--- src/hw/rtl/threshold_anomaly_monitor_defines.svh ---
// Assertion macros shared by the threshold anomaly monitor RTL.
// Every macro expects clk_i and rst_ni in the scope where it is used.
`ifndef THRESHOLD_ANOMALY_MONITOR_DEFINES_SVH
`define THRESHOLD_ANOMALY_MONITOR_DEFINES_SVH

// Same-cycle implication, checked out of reset.
`define TAM_CHECK(label, ante, cons, msg) \
  label: assert property (@(posedge clk_i) disable iff (!rst_ni) (ante) |-> (cons)) \
    else $error(msg);

// Next-cycle implication, checked out of reset.
`define TAM_CHECK_NEXT(label, ante, cons, msg) \
  label: assert property (@(posedge clk_i) disable iff (!rst_ni) (ante) |=> (cons)) \
    else $error(msg);

`endif

--- src/hw/rtl/tam_pkg.sv ---
// Types and constants of the threshold anomaly monitor.
// No dependencies; the regs, intake, rules and top-level files import it.
package tam_pkg;

  localparam int unsigned TimeW     = 63;
  localparam int unsigned CpuW      = 13;
  localparam int unsigned WsW       = 48;
  localparam int unsigned DiskW     = 64;
  localparam int unsigned LatW      = 32;
  localparam int unsigned ProgW     = 17;
  localparam int unsigned RunW      = 8;
  localparam int unsigned StallLimW = 16;
  localparam int unsigned StallMsW  = 26;
  localparam int unsigned ApbAddrW  = 6;
  localparam int unsigned ApbDataW  = 64;

  localparam logic [ProgW-1:0] ProgressTolerance = 17'd10;
  localparam logic [9:0]       MsPerSecond       = 10'd1000;

  localparam logic [CpuW-1:0]      CpuLimitReset   = 13'd900;
  localparam logic [RunW-1:0]      CpuRunReset     = 8'd3;
  localparam logic [WsW-1:0]       MemLimitReset   = 48'd2147483648;
  localparam logic [DiskW-1:0]     DiskLimitReset  = 64'd104857600;
  localparam logic [LatW-1:0]      LatLimitReset   = 32'd1000;
  localparam logic [StallLimW-1:0] StallLimitReset = 16'd60;

  typedef enum logic [2:0] {
    REG_CPU_LIMIT      = 3'd0,
    REG_CPU_RUN_NEEDED = 3'd1,
    REG_MEMORY_LIMIT   = 3'd2,
    REG_DISK_LIMIT     = 3'd3,
    REG_LATENCY_LIMIT  = 3'd4,
    REG_STALL_LIMIT    = 3'd5
  } reg_idx_e;

  typedef struct packed {
    logic [CpuW-1:0]      cpu_limit_tenths;
    logic [RunW-1:0]      cpu_run_needed;
    logic [WsW-1:0]       memory_limit_bytes;
    logic [DiskW-1:0]     disk_limit_bytes;
    logic [LatW-1:0]      latency_limit_ms;
    logic [StallLimW-1:0] stall_limit_seconds;
  } cfg_t;

  typedef struct packed {
    logic [TimeW-1:0] sample_time_ms;
    logic [CpuW-1:0]  cpu_tenths;
    logic [WsW-1:0]   working_set_bytes;
    logic [DiskW-1:0] disk_read_total;
    logic [DiskW-1:0] disk_write_total;
    logic             server_up;
    logic [LatW-1:0]  lat_ms;
    logic             job_running;
    logic             progress_known;
    logic [ProgW-1:0] progress_milli;
  } sample_t;

  typedef struct packed {
    logic             sample_checked;
    logic             cpu_alarm;
    logic             mem_alarm;
    logic             disk_spike;
    logic             server_down;
    logic             latency_high;
    logic             stall_alarm;
    logic [RunW-1:0]  cpu_run;
    logic [DiskW-1:0] disk_delta_bytes;
    logic [TimeW-1:0] stalled_ms;
  } flags_t;

  // A sample after intake: the skip decision and the clamped disk growth
  // are already resolved against the previous sample.
  typedef struct packed {
    logic             checked;
    logic [TimeW-1:0] sample_time_ms;
    logic [CpuW-1:0]  cpu_tenths;
    logic [WsW-1:0]   working_set_bytes;
    logic [DiskW-1:0] read_growth;
    logic [DiskW-1:0] write_growth;
    logic             server_up;
    logic [LatW-1:0]  lat_ms;
    logic             job_running;
    logic             progress_known;
    logic [ProgW-1:0] progress_milli;
  } intake_t;

endpackage

--- src/hw/rtl/tam_stream_if.sv ---
// Valid/ready stream channel used for samples and flag words.
// The payload type is set per instance; depends on nothing else.
interface tam_stream_if #(
  parameter type T = logic
) ();
  logic valid;
  logic ready;
  T     payload;

  modport source (output valid, output payload, input ready);
  modport sink   (input valid, input payload, output ready);
endinterface

--- src/hw/rtl/tam_regs.sv ---
// APB configuration registers of the threshold anomaly monitor.
// Depends on tam_pkg for the register map and the reset values.
module tam_regs (
  input  logic                          clk_i,
  input  logic                          rst_ni,
  input  logic                          psel,
  input  logic                          penable,
  input  logic                          pwrite,
  input  logic [tam_pkg::ApbAddrW-1:0]  paddr,
  input  logic [tam_pkg::ApbDataW-1:0]  pwdata,
  output logic [tam_pkg::ApbDataW-1:0]  prdata,
  output logic                          pready,
  output tam_pkg::cfg_t                 cfg_o
);
  import tam_pkg::*;

  cfg_t     cfg_q;
  logic     wr_en;
  reg_idx_e idx;

  assign pready = 1'b1;
  assign wr_en  = psel && penable && pwrite;
  // Registers sit on 8-byte boundaries; the low address bits are ignored.
  assign idx    = reg_idx_e'(paddr[ApbAddrW-1:3]);
  assign cfg_o  = cfg_q;

  always_ff @(posedge clk_i or negedge rst_ni) begin
    if (!rst_ni) begin
      cfg_q.cpu_limit_tenths    <= CpuLimitReset;
      cfg_q.cpu_run_needed      <= CpuRunReset;
      cfg_q.memory_limit_bytes  <= MemLimitReset;
      cfg_q.disk_limit_bytes    <= DiskLimitReset;
      cfg_q.latency_limit_ms    <= LatLimitReset;
      cfg_q.stall_limit_seconds <= StallLimitReset;
    end else if (wr_en) begin
      case (idx)
        REG_CPU_LIMIT:      cfg_q.cpu_limit_tenths    <= pwdata[CpuW-1:0];
        REG_CPU_RUN_NEEDED: cfg_q.cpu_run_needed      <= pwdata[RunW-1:0];
        REG_MEMORY_LIMIT:   cfg_q.memory_limit_bytes  <= pwdata[WsW-1:0];
        REG_DISK_LIMIT:     cfg_q.disk_limit_bytes    <= pwdata[DiskW-1:0];
        REG_LATENCY_LIMIT:  cfg_q.latency_limit_ms    <= pwdata[LatW-1:0];
        REG_STALL_LIMIT:    cfg_q.stall_limit_seconds <= pwdata[StallLimW-1:0];
        default: ;
      endcase
    end
  end

  always_comb begin
    case (idx)
      REG_CPU_LIMIT:      prdata = ApbDataW'(cfg_q.cpu_limit_tenths);
      REG_CPU_RUN_NEEDED: prdata = ApbDataW'(cfg_q.cpu_run_needed);
      REG_MEMORY_LIMIT:   prdata = ApbDataW'(cfg_q.memory_limit_bytes);
      REG_DISK_LIMIT:     prdata = ApbDataW'(cfg_q.disk_limit_bytes);
      REG_LATENCY_LIMIT:  prdata = ApbDataW'(cfg_q.latency_limit_ms);
      REG_STALL_LIMIT:    prdata = ApbDataW'(cfg_q.stall_limit_seconds);
      default:            prdata = '0;
    endcase
  end

endmodule

--- src/hw/rtl/tam_intake.sv ---
// Input register of the monitor: takes a sample request, decides whether it
// is checked and computes the clamped disk growth. Depends on tam_pkg and tam_stream_if.
module tam_intake (
  input  logic             clk_i,
  input  logic             rst_ni,
  tam_stream_if.sink       sample_i,
  output tam_pkg::intake_t item_o,
  output logic             valid_o,
  input  logic             ready_i
);
  import tam_pkg::*;

  sample_t          s;
  intake_t          item_d;
  intake_t          item_q;
  logic             valid_q;
  logic             prev_valid_q;
  logic [DiskW-1:0] prev_read_q;
  logic [DiskW-1:0] prev_write_q;
  logic [DiskW:0]   read_diff;
  logic [DiskW:0]   write_diff;
  logic             accept;

  assign s              = sample_i.payload;
  assign sample_i.ready = !valid_q || ready_i;
  assign accept         = sample_i.valid && sample_i.ready;

  // The borrow bit of each difference means the counter went backwards.
  assign read_diff  = {1'b0, s.disk_read_total} - {1'b0, prev_read_q};
  assign write_diff = {1'b0, s.disk_write_total} - {1'b0, prev_write_q};

  always_comb begin
    item_d.checked           = (s.sample_time_ms != '0) && prev_valid_q;
    item_d.sample_time_ms    = s.sample_time_ms;
    item_d.cpu_tenths        = s.cpu_tenths;
    item_d.working_set_bytes = s.working_set_bytes;
    item_d.read_growth       = read_diff[DiskW] ? '0 : read_diff[DiskW-1:0];
    item_d.write_growth      = write_diff[DiskW] ? '0 : write_diff[DiskW-1:0];
    item_d.server_up         = s.server_up;
    item_d.lat_ms            = s.lat_ms;
    item_d.job_running       = s.job_running;
    item_d.progress_known    = s.progress_known;
    item_d.progress_milli    = s.progress_milli;
  end

  always_ff @(posedge clk_i or negedge rst_ni) begin
    if (!rst_ni) begin
      valid_q      <= 1'b0;
      prev_valid_q <= 1'b0;
    end else if (accept) begin
      valid_q      <= 1'b1;
      prev_valid_q <= s.sample_time_ms != '0;
    end else if (ready_i) begin
      valid_q      <= 1'b0;
    end
  end

  // Previous totals are only read while prev_valid_q is set.
  always_ff @(posedge clk_i) begin
    if (accept) begin
      item_q       <= item_d;
      prev_read_q  <= s.disk_read_total;
      prev_write_q <= s.disk_write_total;
    end
  end

  assign item_o  = item_q;
  assign valid_o = valid_q;

endmodule

--- src/hw/rtl/tam_rules.sv ---
// Rule evaluation and result register: CPU run counter, stall tracker and
// the threshold compares. Depends on tam_pkg, tam_stream_if and the defines.
module tam_rules (
  input  logic             clk_i,
  input  logic             rst_ni,
  input  tam_pkg::cfg_t    cfg_i,
  input  tam_pkg::intake_t item_i,
  input  logic             valid_i,
  output logic             ready_o,
  tam_stream_if.source     flags_o
);
  import tam_pkg::*;
  `include "threshold_anomaly_monitor_defines.svh"

  logic [RunW-1:0]     cpu_run_q;
  logic                tracking_q;
  logic [ProgW-1:0]    last_prog_q;
  logic [TimeW-1:0]    last_change_q;
  logic                alerted_q;
  flags_t              flags_d;
  flags_t              flags_q;
  logic                out_valid_q;

  logic                advance;
  logic                update;
  logic                cpu_over;
  logic [RunW-1:0]     run_inc;
  logic [RunW-1:0]     run_new;
  logic                stall_on;
  logic [ProgW-1:0]    prog_diff;
  logic                rebase;
  logic [TimeW-1:0]    base_time;
  logic                alerted_base;
  logic [TimeW:0]      elapsed;
  logic                behind;
  logic [TimeW-1:0]    stalled;
  logic [StallMsW-1:0] stall_ms_limit;
  logic                stall_hit;
  logic [DiskW:0]      disk_sum;
  logic [DiskW-1:0]    disk_delta;

  assign ready_o = !out_valid_q || flags_o.ready;
  assign advance = valid_i && ready_o;
  assign update  = advance && item_i.checked;

  assign cpu_over = item_i.cpu_tenths > cfg_i.cpu_limit_tenths;
  assign run_inc  = (cpu_run_q == '1) ? cpu_run_q : cpu_run_q + 1'b1;
  assign run_new  = cpu_over ? run_inc : '0;

  assign stall_on = (cfg_i.stall_limit_seconds != '0) && item_i.server_up &&
                    item_i.job_running && item_i.progress_known;
  assign prog_diff = (item_i.progress_milli > last_prog_q) ?
                     item_i.progress_milli - last_prog_q :
                     last_prog_q - item_i.progress_milli;
  // A fresh tracker or a real progress change restarts the stall clock.
  assign rebase       = !tracking_q || (prog_diff > ProgressTolerance);
  assign base_time    = rebase ? item_i.sample_time_ms : last_change_q;
  assign alerted_base = rebase ? 1'b0 : alerted_q;

  assign elapsed = {1'b0, item_i.sample_time_ms} - {1'b0, base_time};
  assign behind  = elapsed[TimeW];
  assign stalled = (stall_on && !behind) ? elapsed[TimeW-1:0] : '0;
  assign stall_ms_limit = StallMsW'(cfg_i.stall_limit_seconds) *
                          StallMsW'(MsPerSecond);
  assign stall_hit = stall_on && !alerted_base && !behind &&
                     (stalled >= TimeW'(stall_ms_limit));

  assign disk_sum   = {1'b0, item_i.read_growth} + {1'b0, item_i.write_growth};
  assign disk_delta = disk_sum[DiskW] ? '1 : disk_sum[DiskW-1:0];

  always_comb begin
    flags_d = '0;
    if (item_i.checked) begin
      flags_d.sample_checked   = 1'b1;
      // With the CPU over its limit the run is at least one, so a needed
      // count of zero acts as one without a separate check.
      flags_d.cpu_alarm        = cpu_over && (run_new >= cfg_i.cpu_run_needed);
      flags_d.mem_alarm        = item_i.working_set_bytes > cfg_i.memory_limit_bytes;
      flags_d.disk_spike       = disk_delta > cfg_i.disk_limit_bytes;
      flags_d.server_down      = !item_i.server_up;
      flags_d.latency_high     = item_i.server_up &&
                                 (item_i.lat_ms > cfg_i.latency_limit_ms);
      flags_d.stall_alarm      = stall_hit;
      flags_d.cpu_run          = run_new;
      flags_d.disk_delta_bytes = disk_delta;
      flags_d.stalled_ms       = stalled;
    end
  end

  always_ff @(posedge clk_i or negedge rst_ni) begin
    if (!rst_ni) begin
      cpu_run_q     <= '0;
      tracking_q    <= 1'b0;
      last_prog_q   <= '0;
      last_change_q <= '0;
      alerted_q     <= 1'b0;
    end else if (update) begin
      cpu_run_q <= run_new;
      if (stall_on) begin
        tracking_q    <= 1'b1;
        last_prog_q   <= rebase ? item_i.progress_milli : last_prog_q;
        last_change_q <= base_time;
        alerted_q     <= alerted_base || stall_hit;
      end else begin
        tracking_q    <= 1'b0;
        last_prog_q   <= '0;
        last_change_q <= '0;
        alerted_q     <= 1'b0;
      end
    end
  end

  always_ff @(posedge clk_i or negedge rst_ni) begin
    if (!rst_ni) begin
      out_valid_q <= 1'b0;
    end else if (advance) begin
      out_valid_q <= 1'b1;
    end else if (flags_o.ready) begin
      out_valid_q <= 1'b0;
    end
  end

  always_ff @(posedge clk_i) begin
    if (advance) begin
      flags_q <= flags_d;
    end
  end

  assign flags_o.valid   = out_valid_q;
  assign flags_o.payload = flags_q;

  `TAM_CHECK(a_skipped_all_zero, out_valid_q && !flags_q.sample_checked, flags_q == '0, "skipped sample carries nonzero flags")
  `TAM_CHECK(a_cpu_flag_has_run, out_valid_q && flags_q.cpu_alarm, flags_q.cpu_run != '0, "CPU flag with an empty run count")
  `TAM_CHECK(a_stall_min_time, out_valid_q && flags_q.stall_alarm, flags_q.stalled_ms >= TimeW'(MsPerSecond), "stall flag below one second")
  `TAM_CHECK(a_idle_tracker_clear, !tracking_q, (last_change_q == '0) && (last_prog_q == '0) && !alerted_q, "stall tracker state left over while idle")
  `TAM_CHECK_NEXT(a_state_hold, !update, $stable(cpu_run_q) && $stable(tracking_q) && $stable(last_change_q), "rule state moved without a checked sample")

endmodule

--- src/hw/rtl/threshold_anomaly_monitor.sv ---
// Threshold anomaly monitor: one flag word per monitoring sample request.
// A sample is accepted in every cycle the result side keeps up; its flag
// word is formed in the intake register (skip decision, disk growth) and
// then the result register (CPU run, stall tracker, threshold compares),
// and offered from the latter. Each stage holds one request and passes
// ready back combinationally, so a flag word the receiver does not take
// stalls the rule stage at once and the input one sample later; at most two
// samples are in flight. Registers are written and read over APB at byte
// address 8 * index; reset needs no clearing time. Depends on tam_pkg,
// tam_stream_if, tam_regs, tam_intake and tam_rules.
module threshold_anomaly_monitor (
  input  logic                          clk_i,
  input  logic                          rst_ni,
  tam_stream_if.sink                    sample_i,
  tam_stream_if.source                  flags_o,
  input  logic                          psel,
  input  logic                          penable,
  input  logic                          pwrite,
  input  logic [tam_pkg::ApbAddrW-1:0]  paddr,
  input  logic [tam_pkg::ApbDataW-1:0]  pwdata,
  output logic [tam_pkg::ApbDataW-1:0]  prdata,
  output logic                          pready
);
  import tam_pkg::*;

  cfg_t    cfg;
  intake_t item;
  logic    item_valid;
  logic    item_ready;

  tam_regs u_regs (
    .clk_i   (clk_i),
    .rst_ni  (rst_ni),
    .psel    (psel),
    .penable (penable),
    .pwrite  (pwrite),
    .paddr   (paddr),
    .pwdata  (pwdata),
    .prdata  (prdata),
    .pready  (pready),
    .cfg_o   (cfg)
  );

  tam_intake u_intake (
    .clk_i    (clk_i),
    .rst_ni   (rst_ni),
    .sample_i (sample_i),
    .item_o   (item),
    .valid_o  (item_valid),
    .ready_i  (item_ready)
  );

  tam_rules u_rules (
    .clk_i   (clk_i),
    .rst_ni  (rst_ni),
    .cfg_i   (cfg),
    .item_i  (item),
    .valid_i (item_valid),
    .ready_o (item_ready),
    .flags_o (flags_o)
  );

endmodule
--- src/flat_wrapper.sv ---
// flat-port wrapper written by rule: the top's interface ports become plain ports
module threshold_anomaly_monitor_flat import tam_pkg::*;
  (clk_i, rst_ni, psel, penable, pwrite, paddr, pwdata, prdata, pready, sample_i_valid, sample_i_payload, sample_i_ready, flags_o_valid, flags_o_payload, flags_o_ready);
  tam_stream_if sample_i_i ();
  tam_stream_if flags_o_i ();
  input  logic clk_i;
  input  logic rst_ni;
  input  logic psel;
  input  logic penable;
  input  logic pwrite;
  input  logic [tam_pkg::ApbAddrW-1:0] paddr;
  input  logic [tam_pkg::ApbDataW-1:0] pwdata;
  output logic [tam_pkg::ApbDataW-1:0] prdata;
  output logic pready;
  input wire logic [$bits(sample_i_i.valid)-1:0] sample_i_valid;
  input wire logic [$bits(sample_i_i.payload)-1:0] sample_i_payload;
  output wire logic [$bits(sample_i_i.ready)-1:0] sample_i_ready;
  output wire logic [$bits(flags_o_i.valid)-1:0] flags_o_valid;
  output wire logic [$bits(flags_o_i.payload)-1:0] flags_o_payload;
  input wire logic [$bits(flags_o_i.ready)-1:0] flags_o_ready;
  assign sample_i_i.valid = sample_i_valid;
  assign sample_i_i.payload = sample_i_payload;
  assign sample_i_ready = sample_i_i.ready;
  assign flags_o_valid = flags_o_i.valid;
  assign flags_o_payload = flags_o_i.payload;
  assign flags_o_i.ready = flags_o_ready;
  threshold_anomaly_monitor u_core (.clk_i(clk_i), .rst_ni(rst_ni), .sample_i(sample_i_i), .flags_o(flags_o_i), .psel(psel), .penable(penable), .pwrite(pwrite), .paddr(paddr), .pwdata(pwdata), .prdata(prdata), .pready(pready));
endmodule
--- config.mk ---
export PLATFORM = sky130hd
export DESIGN_NAME = threshold_anomaly_monitor_flat
export DESIGN_NICKNAME = d
export VERILOG_FILES = /design/src/hw/rtl/tam_pkg.sv /design/src/hw/rtl/tam_stream_if.sv /design/src/hw/rtl/tam_regs.sv /design/src/hw/rtl/tam_intake.sv /design/src/hw/rtl/tam_rules.sv /design/src/hw/rtl/threshold_anomaly_monitor.sv /design/src/flat_wrapper.sv
export VERILOG_INCLUDE_DIRS = /design/src /design/src/hw/rtl
export SDC_FILE = /design/constraint.sdc
export NUM_CORES = 1
export LEC_CHECK = 0
export BUFFER_PORTS_ARGS = -buffer_cell sky130_fd_sc_hd__buf_2
export CORE_MARGIN = 2
export CORE_UTILIZATION = 55
export DETAILED_ROUTE_END_ITERATION = 6
export GPL_ROUTABILITY_DRIVEN = 0
export GPL_TIMING_DRIVEN = 0
export PLACE_DENSITY_LB_ADDON = 0.12
export SLEW_MARGIN = 20
export SYNTH_ARGS = -nofsm -noshare
export SYNTH_HDL_FRONTEND = slang
export SYNTH_HIERARCHICAL = 1
export SYNTH_SLANG_ARGS = --single-unit
--- constraint.sdc ---
create_clock -name clk_i -period 3.2 [get_ports clk_i]
set_input_delay 0.8 -clock clk_i [delete_from_list [all_inputs] [get_ports clk_i]]
set_output_delay 0.8 -clock clk_i [all_outputs]
set_load 0.005 [all_outputs]
; Word level (Yosys, flattened, before mapping)
; Cells that the tools add are included.
[totals]
output_inout_bits = 68
input_bits = 78
wordCells = 35
register_bits = 183
[op_classes]
eq_ne = 5
mux = 5
n_reduce_logical = 17
[op_table]
columns = cell, count
row1 = $pmux W64 S6, 1
row2 = $reduce_and A2 Y1, 6
row3 = $eq A3 B2 Y1 const B, 2
row4 = $eq A3 B3 Y1 const B, 2
row5 = $logic_and A1 B1 Y1, 4
row6 = $mux W1, 4
row7 = $reduce_bool A2 Y1, 2
row8 = $eq A3 B1 Y1 const B, 1
row9 = $logic_not A3 Y1, 1
row10 = $logic_not A1 Y1, 2
row11 = $logic_or A1 B1 Y1, 2

; Longest topological paths before layout
; Gate-level depths: netlist of run 1.
[logic_depth]
depth_word = 5
mapped_depth = 30
mapped_depth_nobuf = 27

; By module
; Netlist of run 1, hierarchy kept.
[by_module_without_submodules]
columns = mod, cells_each, seq_area_each_um2, area_each_um2, instances
row1 = tam_regs, 593, 4554.4, 8175.3, 1
row2 = tam_rules, 710, 2082.0, 7121.8, 1
row3 = tam_intake, 310, 55.1, 2369.8, 1

; Least setup slack after synthesis of run 1
; Ideal clock, no wire load.
[synth_timing]
path_kind = input to output
startpoint = input port paddr[4] in the netlist's numbering
endpoint = output port prdata[16] in the netlist's numbering
path_slack_ns = 0.561
required_time_ns = 2.400
n_path_buf = 3
stages = 6
arrival_ns = 1.839
path_cell_list = buf_2 -> buf_2 -> nor3b_2 -> buf_2 -> nand2_1 -> o21ai_0
[synth_between]
elab_chain_cells = 2
word_cells_on_any_way = 7
cone_classes = 5 x eq/ne / 1 x mux / 1 x reduce/logical
[synth_rtl]
columns = item, line
row1 = start: declaration, flat_wrapper.sv:11  ; input logic [tam_pkg::ApbAddrW-1:0] paddr;
row2 = "$eq A3 B3 Y1, or another cell as far along", tam_regs.sv:49  ; case (idx)
row3 = $pmux W64 S6 *, tam_regs.sv:49
row4 = end: declaration, flat_wrapper.sv:13  ; output logic [tam_pkg::ApbDataW-1:0] prdata;
; Mark *: on every way between the ends. The rest lies on a longest branch, timed or not.

; Worst setup path after layout of run 1
[layout_timing]
startpoint = input port paddr[4] in the netlist's numbering
endpoint = output port prdata[7] in the netlist's numbering
; Same word-level chain as after synthesis.

==> results.yml, run 1 <==
global_route:
  grt_pass1_wl_um: 58900
  antenna_found_initial: 3
  grt_pass1_vias: 11766
  grt-ovfl-total: 0
  grt_max_degree: 81
  grt_usage_pct: 23.4
routing:
  drc: 0
  drtPass1Iterations: 5
  viasPerCell: 5.58
  drt-total-wl_um: 35400
  ant_nets: 0
  vias: 11474
  wire_per_inst_um: 17.2
  detail_route.iter0.violations: 646
cts:
  cts_tree: "yes"
  h-tree-depth: 1
  path_clk_slew_ns: 0.06
  clock_latency_ns: 0.55
  cts_sinks: 266
  clock_path_buffers: 3
  numCtsBuffers: 30
  cts_hold_buf: 0
  cts_setup_buffers: 0
  cts_root_buf: "clkbuf_16"
floorplan:
  io-pin-count: 146
  die-area_um2: 30500
  fp.coreArea_um2: 28700
  die_width_um: 175
  rows: 62
  die_y_um: 175
  initial_utilization_pct: 55.8
critical_path:
  cp_slowest_cell: "nor3b_4"
  critPathLaunchType: "input port"
  critPathMaxStageDelay_ns: 0.55
  path_buf_inv: 3
  cp.arrival_ns: 2.34
  path_max_fanout: 10
  cp_top_family: "simple AND/OR/NAND/NOR gates"
  critPathRequiredTime_ns: 2.40
  endpoint_kind: "output port"
  worstSetupPathType: "in -> out"
  crit_chain: "buf_2 > buf_2 > nor3b_4 > nand2_1 > o211ai_1 > buf_2"
  crit_top_cell: "buf_2"
sta:
  drv_slew: 0
  max-slew-margin-rel_pct: 43.4
  fin_crit_sh_pct: 98.2
  fin_tns_setup_ns: 0
  rsz0062_at_grt: "no"
  fin_crit_ns: 3.14
  skew_ns: 0.00330
  tightest_slew_ns: 0.844
  hold_viol_final: 0
  fmax_mhz: 318
  setup_viol: 0
pwr:
  power_mw: 9.32
  power_density_nw_per_um2: 502
  leakage_nw: 8.93
  ir_worst_vdd_v: 0.000496
place:
  hpwlAfterDp_um: 25100
  place_area_um2: 17600
  port_buffers: 139
layout:
  nets: 1824
  drive_gt1_share_pct: 31.4
  fin_area_um2: 18600
  area_growth_pct: 16.0
synth:
  netlist_instances: 1392
  netlist_area_um2: 16000
  synth_warnings: 6
  synth_area_per_cell_um2: 11.5
run_status:
  status: "finished, final reports clean"
min_path:
  hold_class: "in -> async"
job:
  cap_violations: 0
## worst paths after layout
kind / from / to / cells after the start / slack, ns
max in group asynchronous: rst_ni / u_core/u_regs/cfg_o[23] / 3 / 1.90
worst min-delay path: rst_ni / u_core/u_regs/cfg_o[9] / 1 / 0.14
worst min register to register: u_core/u_regs/cfg_o[158] / u_core/u_regs/cfg_o[158] / 1 / 0.48
worst max-delay path: paddr[4] / prdata[7] / 6 / 0.06
min in group clk_i: pwdata[49] / u_core/u_regs/cfg_o[97] / 2 / 0.43
worst max register to register: u_core/u_rules/flags_o.valid / u_core/u_intake/item_o[0] / 3 / 2.18
## power by group
group	leakage (nW)	switching, mW	internal (mW)
Clock	0.459	1.38	1.94
Sequential	3.42	0.273	3.92
Combinational	5.05	0.865	0.944
## layout by cell type, fill, tap and decap left out, types with 7 or more instances in the layout
cell type and n:
dfrtp_1 244, buf_4 92, nand4_1 18, nand2_1 42
a22o_1 18, a31oi_1 8, mux2_2 156, mux2_1 29
a21o_1 21, o21a_1 11, conb_1 84, a32o_1 62
xnor2_1 11, clkbuf_16 30, nor4_1 8, buf_2 167
o21ai_0 45, ha_1 96, and3_1 22, buf_6 24
dfstp_2 20, o221ai_1 9, clkbuf_1 30, mux2i_1 126
nand2b_1 17, o211ai_1 7, nor2b_1 18, nand3_1 14
a21oi_1 53, nor2_1 41, inv_1 49
## per-layer routing
layer / vias to the layer above / wire length, µm / track usage, %
li1: 5478 / - / -
met1: 5708 / 15700 / 30.4
met2: 215 / 17100 / 40.3
met3: 69 / 1660 / 4.35
met4: 4 / 977 / 6.63
met5: - / 24 / 0
## final cells by class
| type | count | area, µm² |
|---|---|---|
| clock inverter | 4 | 73.8 |
| fill | 2349 | 10100 |
| inverter | 49 | 184 |
| sequential | 266 | 6690 |
| multi-input combinational | 997 | 8290 |
| clock buffer | 51 | 880 |
| timing repair buffer | 142 | 788 |
| buffer | 162 | 1180 |
| antenna | 1 | 2.50 |
| tap | 384 | 480 |
## flip-flops by register name, summed over array words and instances, names as in the netlist
signal and cells:
u_core/u_regs/cfg_o 181, u_core/u_intake/valid_o 1, u_core/u_rules/last_prog_q 17, u_core/u_rules/flags_o.payload 1, u_core/u_rules/flags_o.valid 1, u_core/u_rules/tracking_q 1
u_core/u_rules/last_change_q 63, u_core/u_intake/item_o 1
## per-stage QoR
stage / util, % / setup slack, ns / std cells / hold WS [ns]
after floorplan: - / 0.561 / 1474 / 0.450
after global placement: 60.9 / -3.70 / 1997 / 0.466
after detailed placement: 61.3 / -0.0502 / 2000 / 0.474
after CTS: 64.6 / 0.00149 / 2055 / 0.134
after global routing: 64.7 / 0.00204 / 2055 / 0.160
final: 64.7 / 0.0571 / 2056 / 0.141
## what timing repair did
| item | 4_1_cts | 5_1_grt |
|---|---|---|
| setup endpoints to repair | 16 | 16 |
| resized for setup | 4 | 5 |
| pin swaps | 0 | 0 |
## worst register-to-register path: cells and delay by family, from the launching register on
family | cells | cell delay [ns]
simple gates | 3 | 0.38
flops | 1 | 0.37
No activity file was read; power rests on OpenSTA's default activity.
==> run 2: changes to the inputs <==
SYNTH_HIERARCHICAL = unset   (was 1)
==> run 2 against run 1 <==
Effect of this change:
- setup slack gained 0.014 ns
- routed wire length shrank 48%
- synthesized area shrank 48%
- global-route usage grew 0.43 points
- via count shrank 53%
- flip-flop and latch count shrank 83
- clock-buffer cell count shrank 30
- critical path depth is the same
- combinational power shrank 49%
- non-clock buffer count shrank 123
- critical endpoint is now prdata[3]
- largest cell class is now registers
- largest power group unchanged
==> results.yml, run 2 <==
run_status:
  status: "finished, final reports clean"
synth:
  syn-num-nets: 675
  synthFlopType: "dfrtp_1"
  synth_common_cells: "169 x mux2_2, 163 x dfrtp_1, 54 x mux2i_1"
  synth_area_per_cell_um2: 13.9
  synth_area_leaders: "dfrtp_1 49%, mux2_2 23%, mux2i_1 6.5%"
  synth-seq-area-share_pct: 55.4
  synth-edff-count: 0
  ys_async_sr_fraction_pct: 100
  synth_warnings: 0
  synth_top_area_share_pct: 49.1
  synthDistinctLibCells: 37
  synth_seq_cells: 183
  netlist_area_um2: 8300
  netlist_instances: 597
  synth_most_common_cell: "mux2_2"
  yosys.area.top_type: "dfrtp_1"
routing:
  vias: 5419
  detail_route.iter0.violations: 307
  viasPerCell: 5.67
  wire_per_inst_um: 19.4
  drc: 0
  drt-total-wl_um: 18500
  drtPass1Iterations: 4
  ant_nets: 0
pwr:
  power_mw: 6.19
  ir_worst_vdd_v: 0.000468
  power_density_nw_per_um2: 622
  leakage_nw: 4.88
global_route:
  grt_pass1_vias: 5825
  grt_max_degree: 69
  antenna_found_initial: 0
  grt_pass1_wl_um: 29600
  grt-ovfl-total: 0
  grt_usage_pct: 23.9
sta:
  setup_viol: 0
  max-slew-margin-rel_pct: 54.2
  rsz0062_at_grt: "no"
  hold_viol_final: 0
  tightest_slew_ns: 0.687
  fmax_mhz: 320
  fin_crit_sh_pct: 97.8
  fin_crit_ns: 3.13
  skew_ns: 0.00000738
  drv_slew: 0
cts:
  cts_hold_buf: 0
  clock_latency_ns: 0.43
  path_clk_slew_ns: 0.07
  numCtsBuffers: 17
  cts_tree: "yes"
  cts_root_buf: "clkbuf_16"
  h-tree-depth: 4
  cts_sinks: 183
  clock_path_buffers: 2
layout:
  final_common_cell: "mux2_2"
  final_cell_mix: "169 x mux2_2, 163 x dfrtp_1, 149 x buf_2, 54 x mux2i_1, 32 x nand2_1"
  antenna_cells: 0
  drive_gt1_share_pct: 52.8
  largest_reg_flops: 181
  nets: 836
  area_growth_pct: 19.9
  fin_area_um2: 9950
floorplan:
  die_width_um: 127
  fp.coreArea_um2: 14600
  die-area_um2: 16100
  initial_utilization_pct: 56.7
  io-pin-count: 146
  die_y_um: 127
  rows: 44
critical_path:
  critPathRequiredTime_ns: 2.40
  critPathMaxStageDelay_ns: 0.51
  crit_top_cell: "buf_2"
  cp.arrival_ns: 2.33
  cp_slowest_cell: "clkbuf_1"
  crit_chain: "buf_2 > buf_2 > nand2b_1 > clkbuf_1 > o221ai_1 > buf_2"
  endpoint_kind: "output port"
  path_max_fanout: 10
  worstSetupPathType: "in -> out"
  critPathLaunchType: "input port"
place:
  place_area_um2: 9300
  port_buffers: 139
  hpwlAfterDp_um: 12700
job:
  cap_violations: 0
min_path:
  hold_class: "in -> async"
## run 2: cell type report
cell class,count,area (µm²)
tap,184,230
timing repair buffer,142,768
fill,1066,4690
clock inverter,11,173
sequential,183,4600
buffer,39,272
multi-input combinational,373,3440
clock buffer,21,460
inverter,2,7.51
## run 2: routing by layer
metal | track usage, % | routed length, µm | vias to the layer above
li1 | - | - | 2470
met1 | 30.1 | 7990 | 2790
met2 | 39.8 | 9260 | 126
met3 | 5.48 | 856 | 33
met4 | 10.1 | 417 | 0
met5 | 0 | 0 | -
## run 2: critical path: cells and delay by family
family	cells	cell delay [ns]
buf+inv	4	1.06
simple gates	1	0.19
compound gates	1	0.27
## run 2: what timing repair did
item                                    CTS  global route
pin swaps                                 0             1
setup buffers                             0             1
endpoints found under the setup margin   10             7
resized for setup                         2             4
## run 2: power by group
group          total [mW]  switching (mW)  internal, mW
Combinational       0.929           0.386         0.543
Sequential           3.02           0.228          2.80
Clock                2.24           0.886          1.35
## run 2: worst paths after layout
path                       cells past startpoint                startpoint                           end  slack (ns)
min in group clk_i                             1   u_core.u_intake.valid_o  u_core.u_rules.flags_o.valid        0.46
max in group asynchronous                      2                    rst_ni       u_core.u_regs.cfg_o[73]        2.20
min reg2reg                                    1   u_core.u_intake.valid_o  u_core.u_rules.flags_o.valid        0.46
max reg2reg                                    1  u_core.u_regs.cfg_o[138]      u_core.u_regs.cfg_o[138]        2.39
max                                            6                  paddr[4]                     prdata[3]        0.07
min                                            1                    rst_ni      u_core.u_regs.cfg_o[121]        0.27
## run 2: cell families after synthesis
group / Yosys count / share of synthesized area [%]
AND/OR/NAND/NOR: 83 / 5.36
multiplexers: 244 / 32.3
buffers and inverters: 41 / 3.31
flip-flops: 183 / 55.4
AO/OA/AOI/OAI: 44 / 3.51
other: 2 / 0.0904
## run 2: metrics by stage
| stage | worst slack (ns) | util (%) | std cells | setup TNS (ns) | hold WS, ns |
|---|---|---|---|---|---|
| finish | 0.0716 | 68.0 | 955 | 0 | 0.274 |
| global route | 0.0211 | 68.0 | 955 | 0 | 0.300 |
| CTS | 0.0271 | 67.9 | 954 | 0 | 0.289 |
| detailed placement | -0.0799 | 63.5 | 922 | -0.358 | 0.454 |
| global placement | -1.34 | 63.0 | 920 | -222.14 | 0.438 |
| floorplan | 0.705 | - | 597 | 0 | 0.428 |
